--- src/rtl/rsa_pkg.sv ---
// Request slot allocator package: field widths, request mode codes and
// configuration register indexes shared by the allocator modules.
// No dependencies.
package rsa_pkg;

	localparam int IDS_PER_SOCKET = 256;
	localparam int ID_W           = 8;
	localparam int WORD_W         = 32;
	localparam int WORD_OFF_W     = 5;
	localparam int HEAD_W         = 32;
	localparam int MOD_BITS       = 4;

	localparam int MODE_W         = 2;
	localparam int SOCKET_W       = 4;
	localparam int SLOT_W         = 12;
	localparam int SERVER_CNT_W   = 5;
	localparam int SLOT_CNT_W     = 13;
	localparam int CFG_IDX_W      = 2;
	localparam int CFG_DATA_W     = 13;

	localparam logic [MODE_W-1:0] MODE_ALLOC   = 2'd0;
	localparam logic [MODE_W-1:0] MODE_FIND    = 2'd1;
	localparam logic [MODE_W-1:0] MODE_RELEASE = 2'd2;

	localparam logic [CFG_IDX_W-1:0] REG_REMAP_MODE   = 2'd0;
	localparam logic [CFG_IDX_W-1:0] REG_SERVER_COUNT = 2'd1;
	localparam logic [CFG_IDX_W-1:0] REG_SLOT_COUNT   = 2'd2;

	localparam logic [SERVER_CNT_W-1:0] SERVER_CNT_RST = 5'd16;
	localparam logic [SLOT_CNT_W-1:0]   SLOT_CNT_RST   = 13'd4096;

endpackage

--- src/rtl/rsa_mod.sv ---
// Iterative remainder unit: 32-bit dividend modulo a narrow divisor,
// several restoring steps per cycle. Depends on rsa_pkg.
module rsa_mod #(
	parameter int DIV_W = 13
) (
	input  logic                       clk,
	input  logic                       arst_n,
	input  logic                       start,
	input  logic [rsa_pkg::HEAD_W-1:0] dividend,
	input  logic [DIV_W-1:0]           divisor,
	output logic                       done,
	output logic [DIV_W-1:0]           remainder
);

	localparam int CYCLES = rsa_pkg::HEAD_W / rsa_pkg::MOD_BITS;
	localparam int CNT_W  = $clog2(CYCLES);

	logic                       busy_q;
	logic                       done_q;
	logic [CNT_W-1:0]           cnt_q;
	logic [rsa_pkg::HEAD_W-1:0] num_q;
	logic [DIV_W-1:0]           rem_q;
	logic [DIV_W-1:0]           rem_nx;

	always_comb begin
		logic [DIV_W:0]   t;
		logic [DIV_W-1:0] r;
		r = rem_q;
		t = '0;
		for (int i = 0; i < rsa_pkg::MOD_BITS; i++) begin
			t = {r, num_q[rsa_pkg::HEAD_W-1-i]};
			if (t >= {1'b0, divisor}) begin
				t = t - {1'b0, divisor};
			end
			r = t[DIV_W-1:0];
		end
		rem_nx = r;
	end

	always_ff @(posedge clk or negedge arst_n) begin
		if (!arst_n) begin
			busy_q <= 1'b0;
			done_q <= 1'b0;
			cnt_q  <= '0;
		end else begin
			done_q <= 1'b0;
			if (start) begin
				busy_q <= 1'b1;
				cnt_q  <= '0;
			end else if (busy_q) begin
				cnt_q <= cnt_q + CNT_W'(1);
				if (cnt_q == CNT_W'(CYCLES - 1)) begin
					busy_q <= 1'b0;
					done_q <= 1'b1;
				end
			end
		end
	end

	always_ff @(posedge clk) begin
		if (start) begin
			num_q <= dividend;
			rem_q <= '0;
		end else if (busy_q) begin
			num_q <= num_q << rsa_pkg::MOD_BITS;
			rem_q <= rem_nx;
		end
	end

	assign done      = done_q;
	assign remainder = rem_q;

endmodule

--- src/rtl/rsa_bitmap.sv ---
// Slot used-bit memory, one word of 32 slots per entry, with a clearing
// sweep after reset. Depends on rsa_pkg.
module rsa_bitmap #(
	parameter int WORDS   = 128,
	parameter int WADDR_W = 7
) (
	input  logic                       clk,
	input  logic                       arst_n,
	input  logic                       rd_en,
	input  logic [WADDR_W-1:0]         rd_addr,
	output logic [rsa_pkg::WORD_W-1:0] rd_data,
	input  logic                       wr_en,
	input  logic [WADDR_W-1:0]         wr_addr,
	input  logic [rsa_pkg::WORD_W-1:0] wr_data,
	output logic                       clearing
);

	logic [rsa_pkg::WORD_W-1:0] mem [WORDS];
	logic [rsa_pkg::WORD_W-1:0] rd_data_q;
	logic                       clearing_q;
	logic [WADDR_W-1:0]         clr_q;

	always_ff @(posedge clk or negedge arst_n) begin
		if (!arst_n) begin
			clearing_q <= 1'b1;
			clr_q      <= '0;
		end else if (clearing_q) begin
			clr_q <= clr_q + WADDR_W'(1);
			if (clr_q == WADDR_W'(WORDS - 1)) begin
				clearing_q <= 1'b0;
			end
		end
	end

	always_ff @(posedge clk) begin
		if (clearing_q) begin
			mem[clr_q] <= '0;
		end else if (wr_en) begin
			mem[wr_addr] <= wr_data;
		end
		if (rd_en) begin
			rd_data_q <= mem[rd_addr];
		end
	end

	assign rd_data  = rd_data_q;
	assign clearing = clearing_q;

endmodule

--- src/rtl/request_slot_allocator_core.sv ---
// Request slot allocator: round-robin free-slot allocation over a used-bit
// bitmap, with find and release. Depends on rsa_pkg, rsa_mod, rsa_bitmap.
//
// A request is taken when start is high and busy is low; mode picks
// allocate, find or release; the unused code returns a zero result. Each
// request gives one result, shown on slot_index, hit and overwrote for one
// cycle while done is high. The receiver cannot stall; the next request may
// be taken in the cycle that done is high.
// Steps, start to done:
//   find, release: one bitmap read, then a check; release writes the word back with the bit cleared.
//   allocate: the head is reduced modulo the socket or slot count (4
//   remainder bits a cycle), then each probe is a bitmap read and a check. A
//   probe is one socket in transparent mode, up to one 32-slot bitmap word in
//   remap mode. Probes at most: server count in transparent mode; in remap
//   mode, the words walked, up to slot count / 32 + 2.
// The bitmap read-modify-write loop sets the rate: one request at a time.
// After reset the bitmap is swept to zero, one word a cycle, over all
// MAX_SOCKETS * 8 words (128 by default); busy stays high meanwhile.
// Configuration writes are taken in any cycle, including the sweep.
module request_slot_allocator_core #(
	parameter int MAX_SOCKETS = 16
) (
	input  logic                                 clk,
	input  logic                                 arst_n,
	input  logic                                 cfg_we,
	input  logic [rsa_pkg::CFG_IDX_W-1:0]        cfg_index,
	input  logic [rsa_pkg::CFG_DATA_W-1:0]       cfg_wdata,
	input  logic                                 start,
	output logic                                 busy,
	input  logic [rsa_pkg::MODE_W-1:0]           mode,
	input  logic [rsa_pkg::SOCKET_W-1:0]         socket_index,
	input  logic [rsa_pkg::ID_W-1:0]             wanted_id,
	input  logic [rsa_pkg::SLOT_W-1:0]           release_index,
	output logic                                 done,
	output logic [rsa_pkg::SLOT_W-1:0]           slot_index,
	output logic                                 hit,
	output logic                                 overwrote
);

	localparam int SLOT_DEPTH = MAX_SOCKETS * rsa_pkg::IDS_PER_SOCKET;
	localparam int IDX_W      = $clog2(SLOT_DEPTH);
	localparam int CNT_W      = IDX_W + 1;
	localparam int OFF_W      = rsa_pkg::WORD_OFF_W;
	localparam int WADDR_W    = IDX_W - OFF_W;
	localparam int WORDS      = SLOT_DEPTH / rsa_pkg::WORD_W;
	localparam int SOCK_W     = (IDX_W > rsa_pkg::ID_W) ? IDX_W - rsa_pkg::ID_W : 1;
	localparam int HW         = rsa_pkg::HEAD_W;
	localparam int WW         = rsa_pkg::WORD_W;

	typedef enum logic [1:0] {S_IDLE, S_MOD, S_RD, S_CHK} state_t;

	function automatic logic [IDX_W-1:0] sock_slot(input logic [SOCK_W-1:0] s,
		input logic [rsa_pkg::ID_W-1:0] id);
		logic [SOCK_W+rsa_pkg::ID_W-1:0] full;
		full = {s, id};
		return full[IDX_W-1:0];
	endfunction

	function automatic logic [rsa_pkg::SLOT_W-1:0] slot_out(input logic [IDX_W-1:0] p);
		logic [31:0] w;
		w = 32'(p);
		return w[rsa_pkg::SLOT_W-1:0];
	endfunction

	state_t                          state_q;
	logic                            remap_q;
	logic [rsa_pkg::SERVER_CNT_W-1:0] srv_cnt_q;
	logic [rsa_pkg::SLOT_CNT_W-1:0]  slot_cnt_q;
	logic [HW-1:0]                   head_q;
	logic [rsa_pkg::MODE_W-1:0]      mode_q;
	logic [rsa_pkg::ID_W-1:0]        id_q;
	logic                            range_q;
	logic [rsa_pkg::SLOT_W-1:0]      where_q;
	logic [IDX_W-1:0]                pos_q;
	logic [IDX_W-1:0]                p0_q;
	logic [SOCK_W-1:0]               sock_q;
	logic [CNT_W-1:0]                rem_q;
	logic [HW-1:0]                   cur_q;
	logic [5:0]                      n_q;
	logic [WW-1:0]                   mask_q;
	logic                            done_q;
	logic [rsa_pkg::SLOT_W-1:0]      slot_q;
	logic                            hit_q;
	logic                            over_q;

	logic [CNT_W-1:0] eff_srv;
	logic [CNT_W-1:0] eff_slot;
	logic             accept;
	logic             clearing;
	logic [31:0]      find32;
	logic [31:0]      rel32;
	logic             mod_start;
	logic             mod_done;
	logic [CNT_W-1:0] mod_rem;

	logic [OFF_W-1:0] off;
	logic [5:0]       lim_a;
	logic [CNT_W-1:0] span_b;
	logic [5:0]       lim_b;
	logic [5:0]       lim_w;
	logic [5:0]       lim_r;
	logic [5:0]       n_rd;
	logic [WW-1:0]    mask_rd;

	logic [WW-1:0]    rd_data;
	logic [WW-1:0]    free;
	logic             found;
	logic [OFF_W-1:0] jsel;
	logic [OFF_W-1:0] jdiff;
	logic [IDX_W-1:0] hit_pos;
	logic [CNT_W-1:0] rem_nx;
	logic [HW-1:0]    cur_nx;
	logic [CNT_W-1:0] pos_sum;
	logic [CNT_W-1:0] sock_sum;
	logic [IDX_W-1:0] rpos_nx;
	logic [SOCK_W-1:0] sock_nx;
	logic             bit_old;
	logic             wr_en;
	logic [WW-1:0]    wr_data;

	assign accept    = start && !busy;
	assign busy      = clearing || (state_q != S_IDLE);
	assign mod_start = accept && (mode == rsa_pkg::MODE_ALLOC);
	assign find32    = {20'd0, socket_index, wanted_id};
	assign rel32     = {20'd0, release_index};

	always_comb begin
		if (srv_cnt_q == '0) begin
			eff_srv = CNT_W'(1);
		end else if (CNT_W'(srv_cnt_q) > CNT_W'(MAX_SOCKETS)) begin
			eff_srv = CNT_W'(MAX_SOCKETS);
		end else begin
			eff_srv = CNT_W'(srv_cnt_q);
		end
		if (slot_cnt_q == '0) begin
			eff_slot = CNT_W'(1);
		end else if (32'(slot_cnt_q) > 32'(SLOT_DEPTH)) begin
			eff_slot = CNT_W'(SLOT_DEPTH);
		end else begin
			eff_slot = CNT_W'(slot_cnt_q);
		end
	end

	// probe window for the word about to be read
	always_comb begin
		off    = pos_q[OFF_W-1:0];
		lim_a  = 6'd32 - {1'b0, off};
		span_b = eff_slot - CNT_W'(pos_q);
		lim_b  = (span_b > CNT_W'(32)) ? 6'd32 : span_b[5:0];
		lim_w  = (&cur_q[HW-1:OFF_W]) ? (6'd32 - {1'b0, cur_q[OFF_W-1:0]}) : 6'd32;
		lim_r  = (rem_q > CNT_W'(32)) ? 6'd32 : rem_q[5:0];
		n_rd   = lim_a;
		if (lim_b < n_rd) begin
			n_rd = lim_b;
		end
		if (lim_w < n_rd) begin
			n_rd = lim_w;
		end
		if (lim_r < n_rd) begin
			n_rd = lim_r;
		end
		for (int j = 0; j < WW; j++) begin
			mask_rd[j] = (6'(j) >= {1'b0, off}) && ((6'(j) - {1'b0, off}) < n_rd);
		end
		if (!(mode_q == rsa_pkg::MODE_ALLOC && remap_q)) begin
			n_rd    = 6'd1;
			mask_rd = WW'(1) << off;
		end
	end

	always_comb begin
		free  = ~rd_data & mask_q;
		found = 1'b0;
		jsel  = '0;
		for (int j = WW - 1; j >= 0; j--) begin
			if (free[j]) begin
				found = 1'b1;
				jsel  = OFF_W'(j);
			end
		end
		hit_pos  = {pos_q[IDX_W-1:OFF_W], jsel};
		jdiff    = jsel - pos_q[OFF_W-1:0];
		rem_nx   = rem_q - CNT_W'(n_q);
		cur_nx   = cur_q + HW'(n_q);
		pos_sum  = CNT_W'(pos_q) + CNT_W'(n_q);
		sock_sum = CNT_W'(sock_q) + CNT_W'(1);
		rpos_nx  = (cur_nx == '0 || pos_sum == eff_slot) ? '0 : pos_sum[IDX_W-1:0];
		sock_nx  = (sock_sum == eff_srv) ? '0 : sock_sum[SOCK_W-1:0];
		bit_old  = rd_data[pos_q[OFF_W-1:0]];
		wr_en    = 1'b0;
		wr_data  = rd_data;
		if (state_q == S_CHK) begin
			case (mode_q)
				rsa_pkg::MODE_ALLOC: begin
					if (found) begin
						wr_en   = 1'b1;
						wr_data = rd_data | (WW'(1) << jsel);
					end
				end
				rsa_pkg::MODE_RELEASE: begin
					if (range_q) begin
						wr_en   = 1'b1;
						wr_data = rd_data & ~(WW'(1) << pos_q[OFF_W-1:0]);
					end
				end
				default: begin
					wr_en = 1'b0;
				end
			endcase
		end
	end

	always_ff @(posedge clk or negedge arst_n) begin
		if (!arst_n) begin
			remap_q    <= 1'b0;
			srv_cnt_q  <= rsa_pkg::SERVER_CNT_RST;
			slot_cnt_q <= rsa_pkg::SLOT_CNT_RST;
		end else if (cfg_we) begin
			unique case (cfg_index)
				rsa_pkg::REG_REMAP_MODE:   remap_q    <= cfg_wdata[0];
				rsa_pkg::REG_SERVER_COUNT: srv_cnt_q  <= cfg_wdata[rsa_pkg::SERVER_CNT_W-1:0];
				rsa_pkg::REG_SLOT_COUNT:   slot_cnt_q <= cfg_wdata[rsa_pkg::SLOT_CNT_W-1:0];
				default: begin
				end
			endcase
		end
	end

	always_ff @(posedge clk or negedge arst_n) begin
		if (!arst_n) begin
			state_q <= S_IDLE;
			head_q  <= '0;
			done_q  <= 1'b0;
			slot_q  <= '0;
			hit_q   <= 1'b0;
			over_q  <= 1'b0;
		end else begin
			done_q <= 1'b0;
			unique case (state_q)
				S_IDLE: begin
					if (accept) begin
						mode_q <= mode;
						id_q   <= wanted_id;
						unique case (mode)
							rsa_pkg::MODE_ALLOC: begin
								state_q <= S_MOD;
							end
							rsa_pkg::MODE_FIND: begin
								where_q <= find32[rsa_pkg::SLOT_W-1:0];
								pos_q   <= find32[IDX_W-1:0];
								range_q <= find32 < 32'(eff_slot);
								state_q <= S_RD;
							end
							rsa_pkg::MODE_RELEASE: begin
								where_q <= release_index;
								pos_q   <= rel32[IDX_W-1:0];
								range_q <= rel32 < 32'(SLOT_DEPTH);
								state_q <= S_RD;
							end
							default: begin
								done_q <= 1'b1;
								slot_q <= '0;
								hit_q  <= 1'b0;
								over_q <= 1'b0;
							end
						endcase
					end
				end
				S_MOD: begin
					if (mod_done) begin
						if (remap_q) begin
							pos_q <= mod_rem[IDX_W-1:0];
							p0_q  <= mod_rem[IDX_W-1:0];
							cur_q <= head_q;
							rem_q <= eff_slot;
						end else begin
							sock_q <= mod_rem[SOCK_W-1:0];
							pos_q  <= sock_slot(mod_rem[SOCK_W-1:0], id_q);
							p0_q   <= sock_slot(mod_rem[SOCK_W-1:0], id_q);
							rem_q  <= eff_srv;
						end
						state_q <= S_RD;
					end
				end
				S_RD: begin
					n_q     <= n_rd;
					mask_q  <= mask_rd;
					state_q <= S_CHK;
				end
				S_CHK: begin
					state_q <= S_IDLE;
					if (mode_q == rsa_pkg::MODE_ALLOC) begin
						if (found) begin
							done_q <= 1'b1;
							slot_q <= slot_out(hit_pos);
							hit_q  <= 1'b1;
							over_q <= 1'b0;
							head_q <= remap_q ? (cur_q + HW'(jdiff) + HW'(1)) : (head_q + HW'(1));
						end else if (rem_nx == '0) begin
							done_q <= 1'b1;
							slot_q <= slot_out(p0_q);
							hit_q  <= 1'b0;
							over_q <= 1'b1;
							head_q <= head_q + HW'(1);
						end else begin
							rem_q   <= rem_nx;
							state_q <= S_RD;
							if (remap_q) begin
								cur_q <= cur_nx;
								pos_q <= rpos_nx;
							end else begin
								sock_q <= sock_nx;
								pos_q  <= sock_slot(sock_nx, id_q);
							end
						end
					end else begin
						done_q <= 1'b1;
						slot_q <= where_q;
						hit_q  <= range_q && bit_old;
						over_q <= 1'b0;
					end
				end
				default: begin
					state_q <= S_IDLE;
				end
			endcase
		end
	end

	rsa_mod #(
		.DIV_W(CNT_W)
	) u_mod (
		.clk      (clk),
		.arst_n   (arst_n),
		.start    (mod_start),
		.dividend (head_q),
		.divisor  (remap_q ? eff_slot : eff_srv),
		.done     (mod_done),
		.remainder(mod_rem)
	);

	rsa_bitmap #(
		.WORDS  (WORDS),
		.WADDR_W(WADDR_W)
	) u_bitmap (
		.clk     (clk),
		.arst_n  (arst_n),
		.rd_en   (state_q == S_RD),
		.rd_addr (pos_q[IDX_W-1:OFF_W]),
		.rd_data (rd_data),
		.wr_en   (wr_en),
		.wr_addr (pos_q[IDX_W-1:OFF_W]),
		.wr_data (wr_data),
		.clearing(clearing)
	);

	assign done       = done_q;
	assign slot_index = slot_q;
	assign hit        = hit_q;
	assign overwrote  = over_q;

	a_hit_over_excl: assert property (@(posedge clk) disable iff (!arst_n)
		done |-> !(hit && overwrote))
		else $error("hit and overwrote both set");

	a_over_alloc_only: assert property (@(posedge clk) disable iff (!arst_n)
		(done && overwrote) |-> (mode_q == rsa_pkg::MODE_ALLOC))
		else $error("overwrote on a non-allocate request");

	a_no_write_in_sweep: assert property (@(posedge clk) disable iff (!arst_n)
		clearing |-> !wr_en)
		else $error("bitmap write during clearing sweep");

	a_accept_moves: assert property (@(posedge clk) disable iff (!arst_n)
		accept |=> (state_q != S_IDLE) || done)
		else $error("request taken without progress");

	a_mod_done_state: assert property (@(posedge clk) disable iff (!arst_n)
		mod_done |-> (state_q == S_MOD))
		else $error("remainder ready outside wait state");

endmodule

--- config.mk ---
export PLATFORM = sky130hd
export DESIGN_NAME = request_slot_allocator_core
export DESIGN_NICKNAME = d
export VERILOG_FILES = /design/src/rtl/rsa_pkg.sv /design/src/rtl/rsa_mod.sv /design/src/rtl/rsa_bitmap.sv /design/src/rtl/request_slot_allocator_core.sv
export SDC_FILE = /design/constraint.sdc
export NUM_CORES = 2
export LEC_CHECK = 0
export CELL_PAD_IN_SITES_DETAIL_PLACEMENT = 0
export CELL_PAD_IN_SITES_GLOBAL_PLACEMENT = 1
export CORE_MARGIN = 5
export CORE_UTILIZATION = 61
export DETAILED_ROUTE_END_ITERATION = 6
export DONT_BUFFER_PORTS = 1
export GPL_TIMING_DRIVEN = 0
export MAX_ROUTING_LAYER = met4
export PLACE_DENSITY_LB_ADDON = 0.1
export SLEW_MARGIN = 20
export SYNTH_ARGS = -nofsm -noshare
export SYNTH_HDL_FRONTEND = slang
export SYNTH_SLANG_ARGS = --single-unit
--- constraint.sdc ---
create_clock -name clk -period 29.4 [get_ports clk]
set_input_delay 5.88 -clock clk [delete_from_list [all_inputs] [get_ports clk]]
set_output_delay 5.88 -clock clk [all_outputs]
set_load 0.005 [all_outputs]
==> impl_metrics.tcl <==
set metrics [dict create \
    status "finished, final reports clean" \
    cap_violations 0 \
    p_sw_mw 6.00 \
    power.total_mw 18.5 \
    viasPerCell 6.96 \
    grt.met2_usage_pct 55.3 \
    power.internal_mw 12.5 \
    arrival_ps 16530 \
    synth_area_mm2 0.180 \
    grt_use_met1_pct 49.2 \
    cp.required_ps 30190 \
    async_flop_share_pct 1.85 \
    holdWs_ps 516 \
    ctsResizeCount 0 \
    cts_inserted_buffers 432 \
    vias 97072 \
    power_density_mw_per_mm2 89.0 \
    ys_seq_area_share_pct 72.9 \
    clockBufferDepth 4 \
    drt_pass1_iterations 6 \
    ant_nets 0 \
    clkPwrFrac_pct 29.2 \
    numClockSinks 4388 \
    grt_pass1_wl_um 752000 \
    design_area_mm2 0.208 \
    synth.distinct_cells 96 \
    hold_buffers 0 \
    grt_busiest_layer "met2" \
    row_count 199 \
    placed_cells 13105 \
    post_cts_buffers 0 \
    seq_power_share_pct 39.5 \
    placed_area_mm2 0.194 \
    initial_core_util_pct 61.3 \
    syn_to_final_growth_pct 15.3 \
    skew_ps 79.2 \
    final_cells 13939 \
    cp_top_family "compound AO/OA/AOI/OAI gates" \
    clockRootBuffer "clkbuf_16" \
    switching_share_pct 32.5 \
    ios 61 \
    hold_path.class "flip-flop to flip-flop" \
    worst_setup_hold_path_clk_slew_ps 60 \
    clk_latency_ps 1000 \
    io_buffers 0 \
    path_max_fanout 10 \
    synth_edf_count 4294 \
    dp_hpwl_um 378000 \
    total_leakage_power_nw 69.9 \
    gr-usage-met3_pct 8.67 \
    setup-violations-final 0 \
    cpMostUsedCell "a21oi_1" \
    syn-num-nets 9104 \
    synth_ff_type "edfxtp_1" \
    vdd.ir_drop.worst_mv 0.214 \
    startpoint_type "flip-flop" \
    antenna_found_initial 55 \
    nets 9891 \
    overflow 0 \
    dieArea_mm2 0.306 \
    fmax_mhz 63.5 \
    core_mm2 0.294 \
    grtUsageTotal_pct 36.4 \
    htree_levels 5 \
    die_y_um 553 \
    critical_path_buf_inv_count 9 \
    wire_per_inst_um 38.6 \
    finalCriticalPeriod_ps 15740 \
    synthCells 8837 \
    drive_above_1_share_pct 27.4 \
    slew-limit-headroom_pct 19.1 \
    routabilityCongestion 0.950 \
    finalCritPeriodShare_pct 53.5 \
    wl_um 539000 \
    pwr-share-comb_pct 31.3 \
    ys_ff_latch 4388 \
    drc_errors 0 \
    cpPeakStageDelay_ps 660 \
    finalSetupTns_ps 0 \
    slew_viol_final 0 \
    hold_viol_final 0 \
    cp-end-kind "flip-flop" \
    synth_warnings 0 \
    tightest_slew_ps 1210 \
    path_class "flip-flop to flip-flop" \
    grt_setup_unrepaired "no" \
    avgSynthCellArea_um2 20.4 \
    cts_tree "built" \
    grt_max_degree 87 \
    drt_iter0_markers 15155 \
    crit_slowest_cell "dfrtp_1" \
    first_global_vias 95984 \
    die_w_um 553 \
]
-- registers in the layout, indices dropped and copies added (netlist names), 32 cells and up --
name              count
head_q               32
mask_q               32
u_mod.num_q          32
cur_q                32
u_bitmap.mem       4096
u_bitmap.rd_data     32
-- area by class of cell --
type                       instances  area (µm²)
sequential                      4388      131000
fill                           17375       86200
multi-input combinational       3825       47700
clock buffer                     523       11300
timing repair buffer             353        7400
tap                             3919        4900
clock inverter                   269        2410
buffer                           472        1990
inverter                         152         571
antenna                           38        95.1
-- worst register-to-register path, delay by kind of cell, from the launching register on --
family,cells,cell delay [ps]
AO/OA/AOI/OAI,39,9000
buffers and inverters,9,3060
adder cells (fa/ha/maj),4,1440
AND/OR/NAND/NOR,12,1410
flip-flops,1,660
-- synthesized netlist by cell type, drive strengths merged, types with 48 or more instances --
cell type	n	area (µm²)
inv	152	571
nand2	445	1680
nand2b	48	300
a31oi	50	313
nand3	67	335
xor2	62	543
mux2	49	552
buf	124	512
clkbuf	348	1310
edfxtp	4294	129000
nor2	326	1230
mux4	1354	30500
a21oi	249	1280
a21o	61	458
nor2b	48	300
nor3	58	295
dfrtp	78	1950
o21ai	183	935
ha	212	2650
xnor2	115	1010
-- logic make-up (layout without fill, tap and decap cells) --
family,count (synthesis),count (layout),share of synthesized area [%]
flops,4388,4388,72.9
mux,1429,1429,17.4
buf+inv,624,1769,1.33
compound gates,796,796,2.80
xor+xnor,177,177,0.861
fa+ha+maj,241,241,1.69
simple gates,1182,1182,3.00
other cells,0,38,0
-- final timing paths --
path | to | slack, ps | from | cells past startpoint
max | u_mod.remainder[11] | 13660 | remap_q | 64
min | slot_index[4] | 520 | slot_index[4] | 2
max reg2reg | u_mod.remainder[11] | 13660 | remap_q | 64
min reg2reg | slot_index[4] | 520 | slot_index[4] | 2
max in group asynchronous | srv_cnt_q[4] | 24540 | arst_n | 0
min in group asynchronous | u_bitmap.clr_q[1] | 4610 | arst_n | 0
-- layout by cell type (no fill, tap or decap), drive strengths merged, types with 13 or more instances in the layout --
| master | instances |
|---|---|
| xor2 | 62 |
| mux4 | 1354 |
| clkbuf | 892 |
| xnor2 | 115 |
| a21o | 61 |
| a31oi | 50 |
| edfxtp | 4294 |
| nand2 | 445 |
| mux2i | 26 |
| a22oi | 18 |
| a2111oi | 14 |
| or2 | 31 |
| bufinv | 33 |
| o31ai | 15 |
| o21ai | 183 |
| o21bai | 18 |
| o211ai | 21 |
| dfxtp | 13 |
| buf | 456 |
| and3 | 39 |
| ha | 212 |
| nor2b | 48 |
| nor3 | 58 |
| and2 | 21 |
| mux2 | 49 |
| maj3 | 19 |
| a21oi | 249 |
| o22ai | 37 |
| nand2b | 48 |
| clkinv | 219 |
| diode | 38 |
| inv | 160 |
| a211oi | 28 |
| nand4 | 39 |
| dfrtp | 78 |
| or3 | 18 |
| nand3 | 67 |
| nor2 | 326 |
-- power by group through the flow --
stage	combinational [mW]	clock, mW	sequential, mW
3_3_place_gp	5.52	0	7.50
3_5_place_dp	5.69	0	7.41
2_1_floorplan	3.84	0	7.36
5_1_grt	6.22	5.72	7.29
6_report	5.78	5.39	7.29
4_1_cts	5.74	5.43	7.28
-- metal layers --
layer	up-vias	wire length, µm	part of all wire, %
li1	38335	-	-
met1	51082	195000	36
met2	6645	256000	47
met3	1010	63500	12
met4	0	24000	4.5
met5	-	0	0
-- per-stage QoR --
stage / setup slack [ps] / util (%)
2_1_floorplan: 17270 / -
3_3_place_gp: 11120 / 62.9
3_5_place_dp: 13930 / 65.9
4_1_cts: 13820 / 70.6
5_1_grt: 12210 / 70.6
6_report: 13660 / 70.7
No activity file was read; power rests on OpenSTA's default activity.
